[config.mk]
export PLATFORM = sky130hd
export DESIGN_NAME = word_boundary_detector
export DESIGN_NICKNAME = d
export VERILOG_FILES = /design/src/rtl/wbd_pkg.sv /design/src/rtl/wbd_front.sv /design/src/rtl/wbd_queue.sv /design/src/rtl/wbd_back.sv /design/src/rtl/word_boundary_detector.sv
export SDC_FILE = /design/constraint.sdc
export NUM_CORES = 1
export LEC_CHECK = 0
export ABC_AREA = 0
export BUFFER_PORTS_ARGS = -buffer_cell sky130_fd_sc_hd__buf_4
export CORE_MARGIN = 2
export CORE_UTILIZATION = 40
export CTS_CLUSTER_SIZE = 40
export DETAILED_ROUTE_END_ITERATION = 6
export HOLD_SLACK_MARGIN = 0.15
export PLACE_DENSITY = 0.61
export REMOVE_ABC_BUFFERS = 1
export SLEW_MARGIN = 20
export SYNTH_ARGS = -nofsm -noshare
export SYNTH_HDL_FRONTEND = slang
export SYNTH_HIERARCHICAL = 1
export SYNTH_SLANG_ARGS = --single-unit
[constraint.sdc]
create_clock -name clk -period 9.15 [get_ports clk]
set_input_delay 1.83 -clock clk [delete_from_list [all_inputs] [get_ports clk]]
set_output_delay 1.83 -clock clk [all_outputs]
set_load 0.02 [all_outputs]
[src/rtl/wbd_pkg.sv]
// Shared classes, result types and word-break rule functions.
package wbd_pkg;

  localparam logic [4:0] C_OTHER = 5'd0;
  localparam logic [4:0] C_CR    = 5'd1;
  localparam logic [4:0] C_LF    = 5'd2;
  localparam logic [4:0] C_NL    = 5'd3;
  localparam logic [4:0] C_EXT   = 5'd4;
  localparam logic [4:0] C_FMT   = 5'd5;
  localparam logic [4:0] C_KATA  = 5'd6;
  localparam logic [4:0] C_AL    = 5'd7;
  localparam logic [4:0] C_HL    = 5'd8;
  localparam logic [4:0] C_ML    = 5'd9;
  localparam logic [4:0] C_MNL   = 5'd10;
  localparam logic [4:0] C_SQ    = 5'd11;
  localparam logic [4:0] C_DQ    = 5'd12;
  localparam logic [4:0] C_NUM   = 5'd13;
  localparam logic [4:0] C_ENL   = 5'd14;
  localparam logic [4:0] C_RI    = 5'd15;
  localparam logic [4:0] C_MN    = 5'd16;

  localparam int MAX_RES = 3;

  typedef struct packed {
    logic [31:0] position;
    logic        is_break;
  } result_t;

  // One queue entry: all results caused by one item, slot 0 first.
  typedef struct packed {
    logic [1:0]               cnt;
    result_t [MAX_RES-1:0]    res;
  } entry_t;

  function automatic logic is_ign(input logic [4:0] c);
    return (c == C_EXT) || (c == C_FMT);
  endfunction

  function automatic logic is_nl(input logic [4:0] c);
    return (c == C_CR) || (c == C_LF) || (c == C_NL);
  endfunction

  function automatic logic is_let(input logic [4:0] c);
    return (c == C_AL) || (c == C_HL);
  endfunction

  function automatic logic is_aln(input logic [4:0] c);
    return is_let(c) || (c == C_NUM);
  endfunction

  function automatic logic is_midlet(input logic [4:0] c);
    return (c == C_ML) || (c == C_MNL) || (c == C_SQ);
  endfunction

  function automatic logic is_midnum(input logic [4:0] c);
    return (c == C_MN) || (c == C_MNL) || (c == C_SQ);
  endfunction

  function automatic logic needs_next(input logic [4:0] a, input logic [4:0] b);
    return (is_let(a) && is_midlet(b)) || ((a == C_HL) && (b == C_DQ)) ||
           ((a == C_NUM) && is_midnum(b));
  endfunction

  // Rules from WB5 on: a|b is the position, d before a (if dp), c after b (if cp).
  function automatic logic decide(input logic [4:0] a, input logic [4:0] b,
                                  input logic dp, input logic [4:0] d,
                                  input logic cp, input logic [4:0] c);
    logic brk;
    brk = 1'b1;
    if (is_aln(a) && is_aln(b)) brk = 1'b0;
    else if ((a == C_HL) && (b == C_SQ)) brk = 1'b0;
    else if (cp && ((is_let(a) && is_midlet(b) && is_let(c)) ||
                    ((a == C_HL) && (b == C_DQ) && (c == C_HL)))) brk = 1'b0;
    else if (dp && ((is_let(d) && is_midlet(a) && is_let(b)) ||
                    ((d == C_HL) && (a == C_DQ) && (b == C_HL)))) brk = 1'b0;
    else if (cp && (a == C_NUM) && is_midnum(b) && (c == C_NUM)) brk = 1'b0;
    else if (dp && (d == C_NUM) && is_midnum(a) && (b == C_NUM)) brk = 1'b0;
    else if ((a == C_KATA) && (b == C_KATA)) brk = 1'b0;
    else if ((b == C_ENL) && (is_aln(a) || (a == C_KATA) || (a == C_ENL))) brk = 1'b0;
    else if ((a == C_ENL) && (is_aln(b) || (b == C_KATA))) brk = 1'b0;
    else if ((a == C_RI) && (b == C_RI)) brk = 1'b0;
    return brk;
  endfunction

endpackage

[src/rtl/wbd_front.sv]
// Front end: accepts classes, applies the break rules, emits at most one entry per item.
module wbd_front import wbd_pkg::*; (
  input  logic        clk,
  input  logic        rst,
  input  logic        in_valid,
  input  logic [4:0]  in_class,
  input  logic        in_eot,
  output logic        in_ready,
  input  logic        q_full,
  output logic        push,
  output entry_t      push_entry
);

  logic [4:0]  raw_prev_class;
  logic [4:0]  last_real_class;
  logic [4:0]  before_last_class;
  logic [1:0]  real_count;
  logic [31:0] position_counter;
  logic        pending_valid;
  logic [31:0] pending_position;
  logic [4:0]  pending_left;
  logic [4:0]  pending_right;
  logic [5:0]  pending_before_left;
  logic        text_open;

  logic [4:0]  cls;
  logic        ign;
  logic        accept;
  logic        res_pend;
  logic        pend_brk;
  logic        own_brk;
  logic        defer;
  logic [1:0]  n;

  assign in_ready = !q_full;
  assign accept   = in_valid && in_ready;
  assign push     = accept && (n != 2'd0);

  always_comb begin
    cls      = (in_class > C_MN) ? C_OTHER : in_class;
    ign      = is_ign(cls);
    res_pend = pending_valid && (!ign || in_eot);
    pend_brk = decide(pending_left, pending_right, !pending_before_left[5],
                      pending_before_left[4:0], !ign, cls);
    own_brk  = 1'b1;
    defer    = 1'b0;
    if (!text_open) begin
      own_brk = 1'b1;
    end else if ((raw_prev_class == C_CR) && (cls == C_LF)) begin
      own_brk = 1'b0;
    end else if (is_nl(raw_prev_class) || is_nl(cls)) begin
      own_brk = 1'b1;
    end else if (ign || (real_count == 2'd0)) begin
      own_brk = 1'b0;
    end else begin
      own_brk = decide(last_real_class, cls, real_count[1], before_last_class,
                       1'b0, C_OTHER);
      defer   = own_brk && !in_eot && needs_next(last_real_class, cls);
    end

    // Results in order: resolved pending, this position, end of text.
    push_entry = '0;
    n          = 2'd0;
    if (res_pend) begin
      push_entry.res[n] = '{position: pending_position, is_break: pend_brk};
      n = n + 2'd1;
    end
    if (!defer) begin
      push_entry.res[n] = '{position: position_counter, is_break: own_brk};
      n = n + 2'd1;
    end
    if (in_eot) begin
      push_entry.res[n] = '{position: position_counter + 32'd1, is_break: 1'b1};
      n = n + 2'd1;
    end
    push_entry.cnt = n;
  end

  always_ff @(posedge clk) begin
    if (rst) begin
      raw_prev_class      <= C_OTHER;
      last_real_class     <= C_OTHER;
      before_last_class   <= C_OTHER;
      real_count          <= 2'd0;
      position_counter    <= 32'd0;
      pending_valid       <= 1'b0;
      pending_position    <= 32'd0;
      pending_left        <= C_OTHER;
      pending_right       <= C_OTHER;
      pending_before_left <= 6'd0;
      text_open           <= 1'b0;
    end else if (accept) begin
      // defer never happens on end of text
      if (defer) begin
        pending_valid       <= 1'b1;
        pending_position    <= position_counter;
        pending_left        <= last_real_class;
        pending_right       <= cls;
        pending_before_left <= real_count[1] ? {1'b0, before_last_class} : 6'b100000;
      end else if (res_pend || in_eot) begin
        pending_valid <= 1'b0;
      end
      if (in_eot) begin
        raw_prev_class    <= C_OTHER;
        last_real_class   <= C_OTHER;
        before_last_class <= C_OTHER;
        real_count        <= 2'd0;
        position_counter  <= 32'd0;
        text_open         <= 1'b0;
      end else begin
        raw_prev_class <= cls;
        if (!ign) begin
          before_last_class <= last_real_class;
          last_real_class   <= cls;
          if (!real_count[1]) real_count <= real_count + 2'd1;
        end
        position_counter <= position_counter + 32'd1;
        text_open        <= 1'b1;
      end
    end
  end

endmodule

[src/rtl/wbd_queue.sv]
// Small entry queue between front and back ends.
module wbd_queue import wbd_pkg::*; #(
  parameter int DEPTH = 4
) (
  input  logic   clk,
  input  logic   rst,
  input  logic   push,
  input  entry_t push_entry,
  output logic   full,
  input  logic   pop,
  output logic   empty,
  output entry_t head
);

  localparam int PW = (DEPTH > 1) ? $clog2(DEPTH) : 1;
  localparam int CW = $clog2(DEPTH + 1);

  entry_t        mem [DEPTH];
  logic [PW-1:0] wr_ptr;
  logic [PW-1:0] rd_ptr;
  logic [CW-1:0] count;

  assign full  = (count == CW'(DEPTH));
  assign empty = (count == '0);
  assign head  = mem[rd_ptr];

  always_ff @(posedge clk) begin
    if (push) mem[wr_ptr] <= push_entry;
  end

  always_ff @(posedge clk) begin
    if (rst) begin
      wr_ptr <= '0;
      rd_ptr <= '0;
      count  <= '0;
    end else begin
      if (push) wr_ptr <= (wr_ptr == PW'(DEPTH - 1)) ? '0 : wr_ptr + PW'(1);
      if (pop)  rd_ptr <= (rd_ptr == PW'(DEPTH - 1)) ? '0 : rd_ptr + PW'(1);
      if (push && !pop)      count <= count + CW'(1);
      else if (pop && !push) count <= count - CW'(1);
    end
  end

endmodule

[src/rtl/wbd_back.sv]
// Back end: walks the results of the head entry out one per cycle while out_ready is high.
module wbd_back import wbd_pkg::*; (
  input  logic        clk,
  input  logic        rst,
  input  logic        empty,
  input  entry_t      head,
  output logic        pop,
  output logic        out_valid,
  input  logic        out_ready,
  output result_t     out_res,
  output logic        out_last
);

  logic [1:0] sub;

  assign out_valid = !empty;
  assign out_res   = head.res[sub];
  assign out_last  = (sub == head.cnt - 2'd1);
  assign pop       = out_valid && out_ready && out_last;

  always_ff @(posedge clk) begin
    if (rst) begin
      sub <= 2'd0;
    end else if (out_valid && out_ready) begin
      sub <= out_last ? 2'd0 : sub + 2'd1;
    end
  end

endmodule

[src/rtl/word_boundary_detector.sv]
// Word boundary detector: word-break classes in, positioned boundary decisions out.
// An item's results enter the queue when it is accepted; held decisions wait for the
// next non-ignored class or end of text. Throughput: one item per cycle unless the queue
// is full; results leave one per cycle while m_tready is high, and the QUEUE_DEPTH-entry
// queue absorbs items with two or three results. Reset (rst, synchronous): history,
// pending decision, position counter and queue are cleared; next item starts a new text.
module word_boundary_detector import wbd_pkg::*; #(
  parameter int QUEUE_DEPTH = 4
) (
  input  logic        clk,
  input  logic        rst,
  input  logic        s_tvalid,
  output logic        s_tready,
  input  logic [7:0]  s_tdata,   // [4:0] word_class, [7:5] zero
  input  logic        s_tlast,   // end_of_text
  output logic        m_tvalid,
  input  logic        m_tready,
  output logic [39:0] m_tdata,   // [31:0] position, [32] is_break, [39:33] zero
  output logic        m_tlast    // last
);

  logic    q_full;
  logic    q_empty;
  logic    push;
  logic    pop;
  entry_t  push_entry;
  entry_t  head;
  result_t out_res;

  wbd_front u_front (
    .clk        (clk),
    .rst        (rst),
    .in_valid   (s_tvalid),
    .in_class   (s_tdata[4:0]),
    .in_eot     (s_tlast),
    .in_ready   (s_tready),
    .q_full     (q_full),
    .push       (push),
    .push_entry (push_entry)
  );

  wbd_queue #(.DEPTH(QUEUE_DEPTH)) u_queue (
    .clk        (clk),
    .rst        (rst),
    .push       (push),
    .push_entry (push_entry),
    .full       (q_full),
    .pop        (pop),
    .empty      (q_empty),
    .head       (head)
  );

  wbd_back u_back (
    .clk        (clk),
    .rst        (rst),
    .empty      (q_empty),
    .head       (head),
    .pop        (pop),
    .out_valid  (m_tvalid),
    .out_ready  (m_tready),
    .out_res    (out_res),
    .out_last   (m_tlast)
  );

  assign m_tdata = {7'd0, out_res.is_break, out_res.position};

  // end of text always yields at least the end-position result
  assert property (@(posedge clk) disable iff (rst)
    push && s_tlast |-> push_entry.cnt != 2'd0 && push_entry.res[push_entry.cnt - 2'd1].is_break)
    else $error("end of text entry lacks a closing break");

  // a queued entry never carries zero results
  assert property (@(posedge clk) disable iff (rst) !q_empty |-> head.cnt != 2'd0)
    else $error("empty entry at queue head");

  // queue cannot be full and empty at once
  assert property (@(posedge clk) disable iff (rst) !(q_full && q_empty))
    else $error("queue full and empty together");

endmodule
* Word level (Yosys, flattened, before mapping)
Memories as Yosys holds them, arrays and structs flattened. A register that Yosys moved wholly into a read port is not among the register bits.
Cells that the tools add are included.
** Cells by class
- Add/subtract/negate cells :: 10
- Order comparisons :: 6
- Equal/unequal tests :: 64
- Mux-type cells :: 67
- Reductions and logical operators :: 113
** Operators with widths (number)
- bitwise mux 99 bit :: 2
- 2-to-1 mux 99 bit :: 2
- == test 5 x 4 -> 1 bit, second input constant :: 36
- demux 33 bit (select 2 bit) :: 2
- 2-to-1 mux 33 bit :: 4
- binary-select mux 33 bit (select 2 bit) :: 1
- == test 5 x 3 -> 1 bit, second input constant :: 12
- logical AND 1 bit :: 51
- logical OR 1 bit :: 46
- 2-to-1 mux 1 bit :: 36
- adder 32 x 1 -> 32 bit, second input constant :: 1
- 2-to-1 mux 32 bit :: 1
- 2-to-1 mux 5 bit :: 6
- == test 5 x 2 -> 1 bit, second input constant :: 4
- == test 5 bit, second input constant :: 4
- 2-to-1 mux 2 bit :: 10
- adder 2 x 1 -> 2 bit, second input constant :: 5
- == test 5 x 1 -> 1 bit, second input constant :: 2
- logical NOT 1 bit :: 7
- less-than comparator 2 x 3 -> 1 bit, second input constant :: 2
- 2-to-1 mux 3 bit :: 2
- 2-to-1 mux 6 bit :: 1
- AND reduction 2 bit :: 3
- nonzero test 2 bit :: 3
- other kinds (15) :: 17
** Storage, ports and cells
- Register bits :: 108
- Bits in writable memories :: 404
- Bits of input ports :: 13
- Output and inout bits :: 43
- Logic and storage cells :: 277
- Memories kept :: 1
** Memories
- u_queue.mem :: words 4, bits a word 101, rd ports 1, clocked after Yosys merged registers in 1, write ports 1, line wbd_queue.sv:18 : entry_t mem [DEPTH];

* Logic depth before layout (Yosys ltp)
- Depth after elaboration :: 33
- Mapped depth :: 19

* Cells and area by module
The synthesis kept the hierarchy.
** Modules (own cells, without submodules)
- wbd_queue :: times used 1, cells an instance 571, area each 15016.9 um^2, seq. area each 12311.8 um^2
- wbd_front :: times used 1, cells an instance 849, area each 6454.9 um^2, seq. area each 1981.9 um^2
- wbd_back :: times used 1, cells an instance 127, area each 837.1 um^2, seq. area each 40.0 um^2
- word_boundary_detector :: times used 1, cells an instance 8, area each 56.3 um^2, seq. area each 0.0 um^2

* Least setup slack after synthesis
Ideal clock, no wire load.
- Path kind :: input to register
- Start point :: input s_tdata[0]
- End point :: memory u_queue/mem[0][0] (netlist name) (enable)
- Library setup time :: 0.471 ns
- Arrival :: 6.739 ns
- Data required time :: 8.679 ns
- Setup slack :: 1.940 ns
- Cell stages on the path :: 12
- Cell sequence :: or4b_4 > a2111oi_0 > o2111ai_1 > nand3_1 > or3_1 > buf_2 > buf_2 > ha_1 > xor2_1 > nor2_1 > nor2_1 > and2_1
** RTL lines
- start: declaration :: line word_boundary_detector.sv:14 : input logic [7:0] s_tdata,
- end: declaration :: line wbd_queue.sv:18

==> impl_metrics.json <==
{
  "outcome": "finished clean",
  "vias": 13286,
  "synthArstFlopShare_pct": 0,
  "synthCells": 1555,
  "dpl.cell_count": 2253,
  "fmax_ghz": 0.1546,
  "path_max_fanout": 54,
  "ys_types": 71,
  "combPwrFrac_pct": 16.6,
  "p_sw_share_pct": 26.24,
  "yosysWarnings": 6,
  "final_nets": 1586,
  "core_mm2": 0.05520,
  "cts_resized": 0,
  "slew_headroom_pct": 26.53,
  "drc": 0,
  "synth-edff-count": 404,
  "grt-ovfl-total": 0,
  "routed_wl_um": 51620,
  "grt_max_degree": 81,
  "antenna_found_initial": 0,
  "firstDrtPassIters": 5,
  "io_buffer_count": 45,
  "clock_latency_ps": 620,
  "drive_above_1_share_pct": 16.94,
  "p_int_mw": 4.303,
  "io_pins": 56,
  "cap_violations": 0,
  "die_x_um": 240.5,
  "rows": 86,
  "r2r_slack_ps": 3550,
  "htreeDepth": 2,
  "cts_buffers": 53,
  "fin_skew_ps": 39.90,
  "root_buffer": "clkbuf_16",
  "cp-end-kind": "flip-flop",
  "wl_per_cell_um": 21.93,
  "power_switching_mw": 1.531,
  "grt_pass1_vias": 13445,
  "hp-start": "u_front/raw_prev_class[4]",
  "synth-seq-cells": 514,
  "start_util_pct": 40.52,
  "fin_cells": 2354,
  "vdd_drop_max_mv": 0.1736,
  "synth_area_mm2": 0.02237,
  "path_clk_slew_ps": 60,
  "cts-hold-fix-buffers": 0,
  "cp_data_arrival_time_ps": 6700,
  "synth_area_per_cell_um2": 14.38,
  "final.setup.tns_ps": 0,
  "tightest_slew_ps": 1102,
  "grt_pass1_wl_um": 79240,
  "gr-usage-all-layers_pct": 18.04,
  "power_density_mw_per_mm2": 233.2,
  "gp_congestion": 0.8097,
  "setup_viol": 0,
  "fin_area_mm2": 0.02502,
  "grt_setup_unrepaired": "no",
  "cts_tree": "yes",
  "fp.dieArea_mm2": 0.05782,
  "r2r-start": "u_front/real_count[1]",
  "final_hold_viol_count": 0,
  "initialDrtViolationCount": 1034,
  "finalCritPeriodShare_pct": 70.68,
  "pwr-share-seq_pct": 46.9,
  "slew_violations": 0,
  "min_period_ps": 6467,
  "antenna_cells": 0,
  "post_cts_buffers": 0,
  "start_kind": "input pin",
  "crit_start": "s_tdata[0]",
  "cts_sinks": 514,
  "die_h_um": 240.5,
  "dp_hpwl_um": 29350,
  "crit_type": "input pin to flip-flop",
  "placed_area_mm2": 0.02327,
  "ant_nets": 0,
  "final_common_cell": "edfxtp_1",
  "clock_tree.buffer_depth": 3,
  "yosysSeqAreaShare_pct": 64.09,
  "area_growth_pct": 11.85,
  "p_leak_nw": 8.129,
  "final_cell_mix": "edfxtp_1, nor2_1, dfxtp_1",
  "clkPwrFrac_pct": 36.4,
  "required_ps": 9390,
  "viasPerCell": 5.644,
  "min_path_type": "flip-flop to flip-flop",
  "synth_ff_type": "edfxtp_1"
}
[final timing paths]
check                               to  cells past startpoint
max                 u_queue/mem[1][12]                     14
min          u_front/raw_prev_class[4]                      2
max reg2reg         u_queue/mem[1][12]                     13
min reg2reg  u_front/raw_prev_class[4]                      2
[cell families (layout without fill, tap and decap cells)]
logic type	after synthesis	after routing	share of synthesized area, %
adder cells (fa/ha/maj)	12	12	0.7049
AND/OR/NAND/NOR	419	419	9.376
multiplexers	186	186	13.98
XOR/XNOR	38	38	1.488
flip-flops	514	514	64.09
buffers and inverters	145	190	3.256
AO/OA/AOI/OAI	240	240	7.088
other	1	7	0.01677
[metal layers]
metal / vias to the layer above / GRT usage (%) / routed length, um / share of wire [%]
li1: 5985 / - / - / -
met1: 6862 / 23.54 / 21780 / 42
met2: 358 / 31.05 / 26100 / 51
met3: 81 / 3.042 / 2625 / 5.1
met4: 0 / 4.969 / 1111 / 2.2
met5: - / 0 / 0 / 0
[flip-flops by register name (all words and copies together), names as in the netlist, named ones only]
register	count
u_front/position_counter	32
u_front/pending_before_left	6
u_front/pending_position	32
u_back/sub	2
u_queue/count	3
u_front/pending_left	5
u_front/pending_right	5
u_front/pending_valid	1
u_front/before_last_class	5
u_front/last_real_class	5
u_front/raw_prev_class	5
u_front/real_count	2
u_queue/rd_ptr	2
u_front/text_open	1
u_queue/mem	404
u_queue/wr_ptr	2
[worst max-delay path, stage by stage]
cell	delay, ps
buf_4	150
or4b_4	550
a2111oi_0	400
o2111ai_1	230
nand3_1	180
or3_1	140
buf_4	440
inv_1	160
ha_1	250
mux2i_1	360
nor2_1	80
nor2_1	450
and2_4	860
buf_4	520
[stage by stage]
step	hold WS [ps]	worst slack, ps	total power [mW]	util (%)
floorplan	425.5	891.8	3.421	-
global placement	442.4	2051	3.770	42.15
detailed placement	450.2	2037	3.786	42.15
CTS	458.6	2667	5.910	45.27
global route	478.9	2439	6.063	45.32
finish	459.6	2683	5.833	45.32
[synthesized netlist by cell type, drive strengths merged, types with 6 or more instances]
cell type | instances | share of area (%)
and2 | 18 | 0.50
nand4 | 13 | 0.36
xnor2 | 17 | 0.67
a21oi | 64 | 1.4
nor3 | 13 | 0.31
a211oi | 7 | 0.23
xor2 | 21 | 0.82
dfxtp | 110 | 9.8
edfxtp | 404 | 54
a22oi | 37 | 1.2
a31oi | 12 | 0.34
o21ai | 51 | 1.1
mux4 | 101 | 10
nand2b | 8 | 0.22
ha | 11 | 0.62
clkbuf | 67 | 1.1
buf | 61 | 1.8
nand2 | 85 | 1.4
nor4b | 8 | 0.38
and3 | 15 | 0.42
o2bb2ai | 21 | 0.82
or3 | 7 | 0.20
a2bb2oi | 12 | 0.47
mux2i | 84 | 3.8
nor3b | 8 | 0.27
nor4 | 6 | 0.22
and4 | 7 | 0.27
inv | 17 | 0.29
nor2 | 158 | 2.7
nor2b | 14 | 0.39
nand3 | 36 | 0.81
a22o | 7 | 0.27
[final cells by class]
| type | count | area (um2) |
|---|---|---|
| Inverter | 17 | 63.81 |
| Timing Repair Buffer | 73 | 593.1 |
| Multi-Input combinational cell | 902 | 7358 |
| Sequential cell | 514 | 14340 |
| Clock inverter | 33 | 321.6 |
| Clock buffer | 67 | 1399 |
| Fill cell | 4905 | 30190 |
| Tap cell | 748 | 935.9 |
[power groups by stage]
stage,sequential [mW],clock (mW),combinational (mW)
6_report,2.74,2.13,0.970
5_1_grt,2.75,2.26,1.05
4_1_cts,2.74,2.17,0.998
3_5_place_dp,2.79,0,0.996
3_3_place_gp,2.78,0,0.990
2_1_floorplan,2.83,0,0.594
Power figures use the tool's default switching activity.
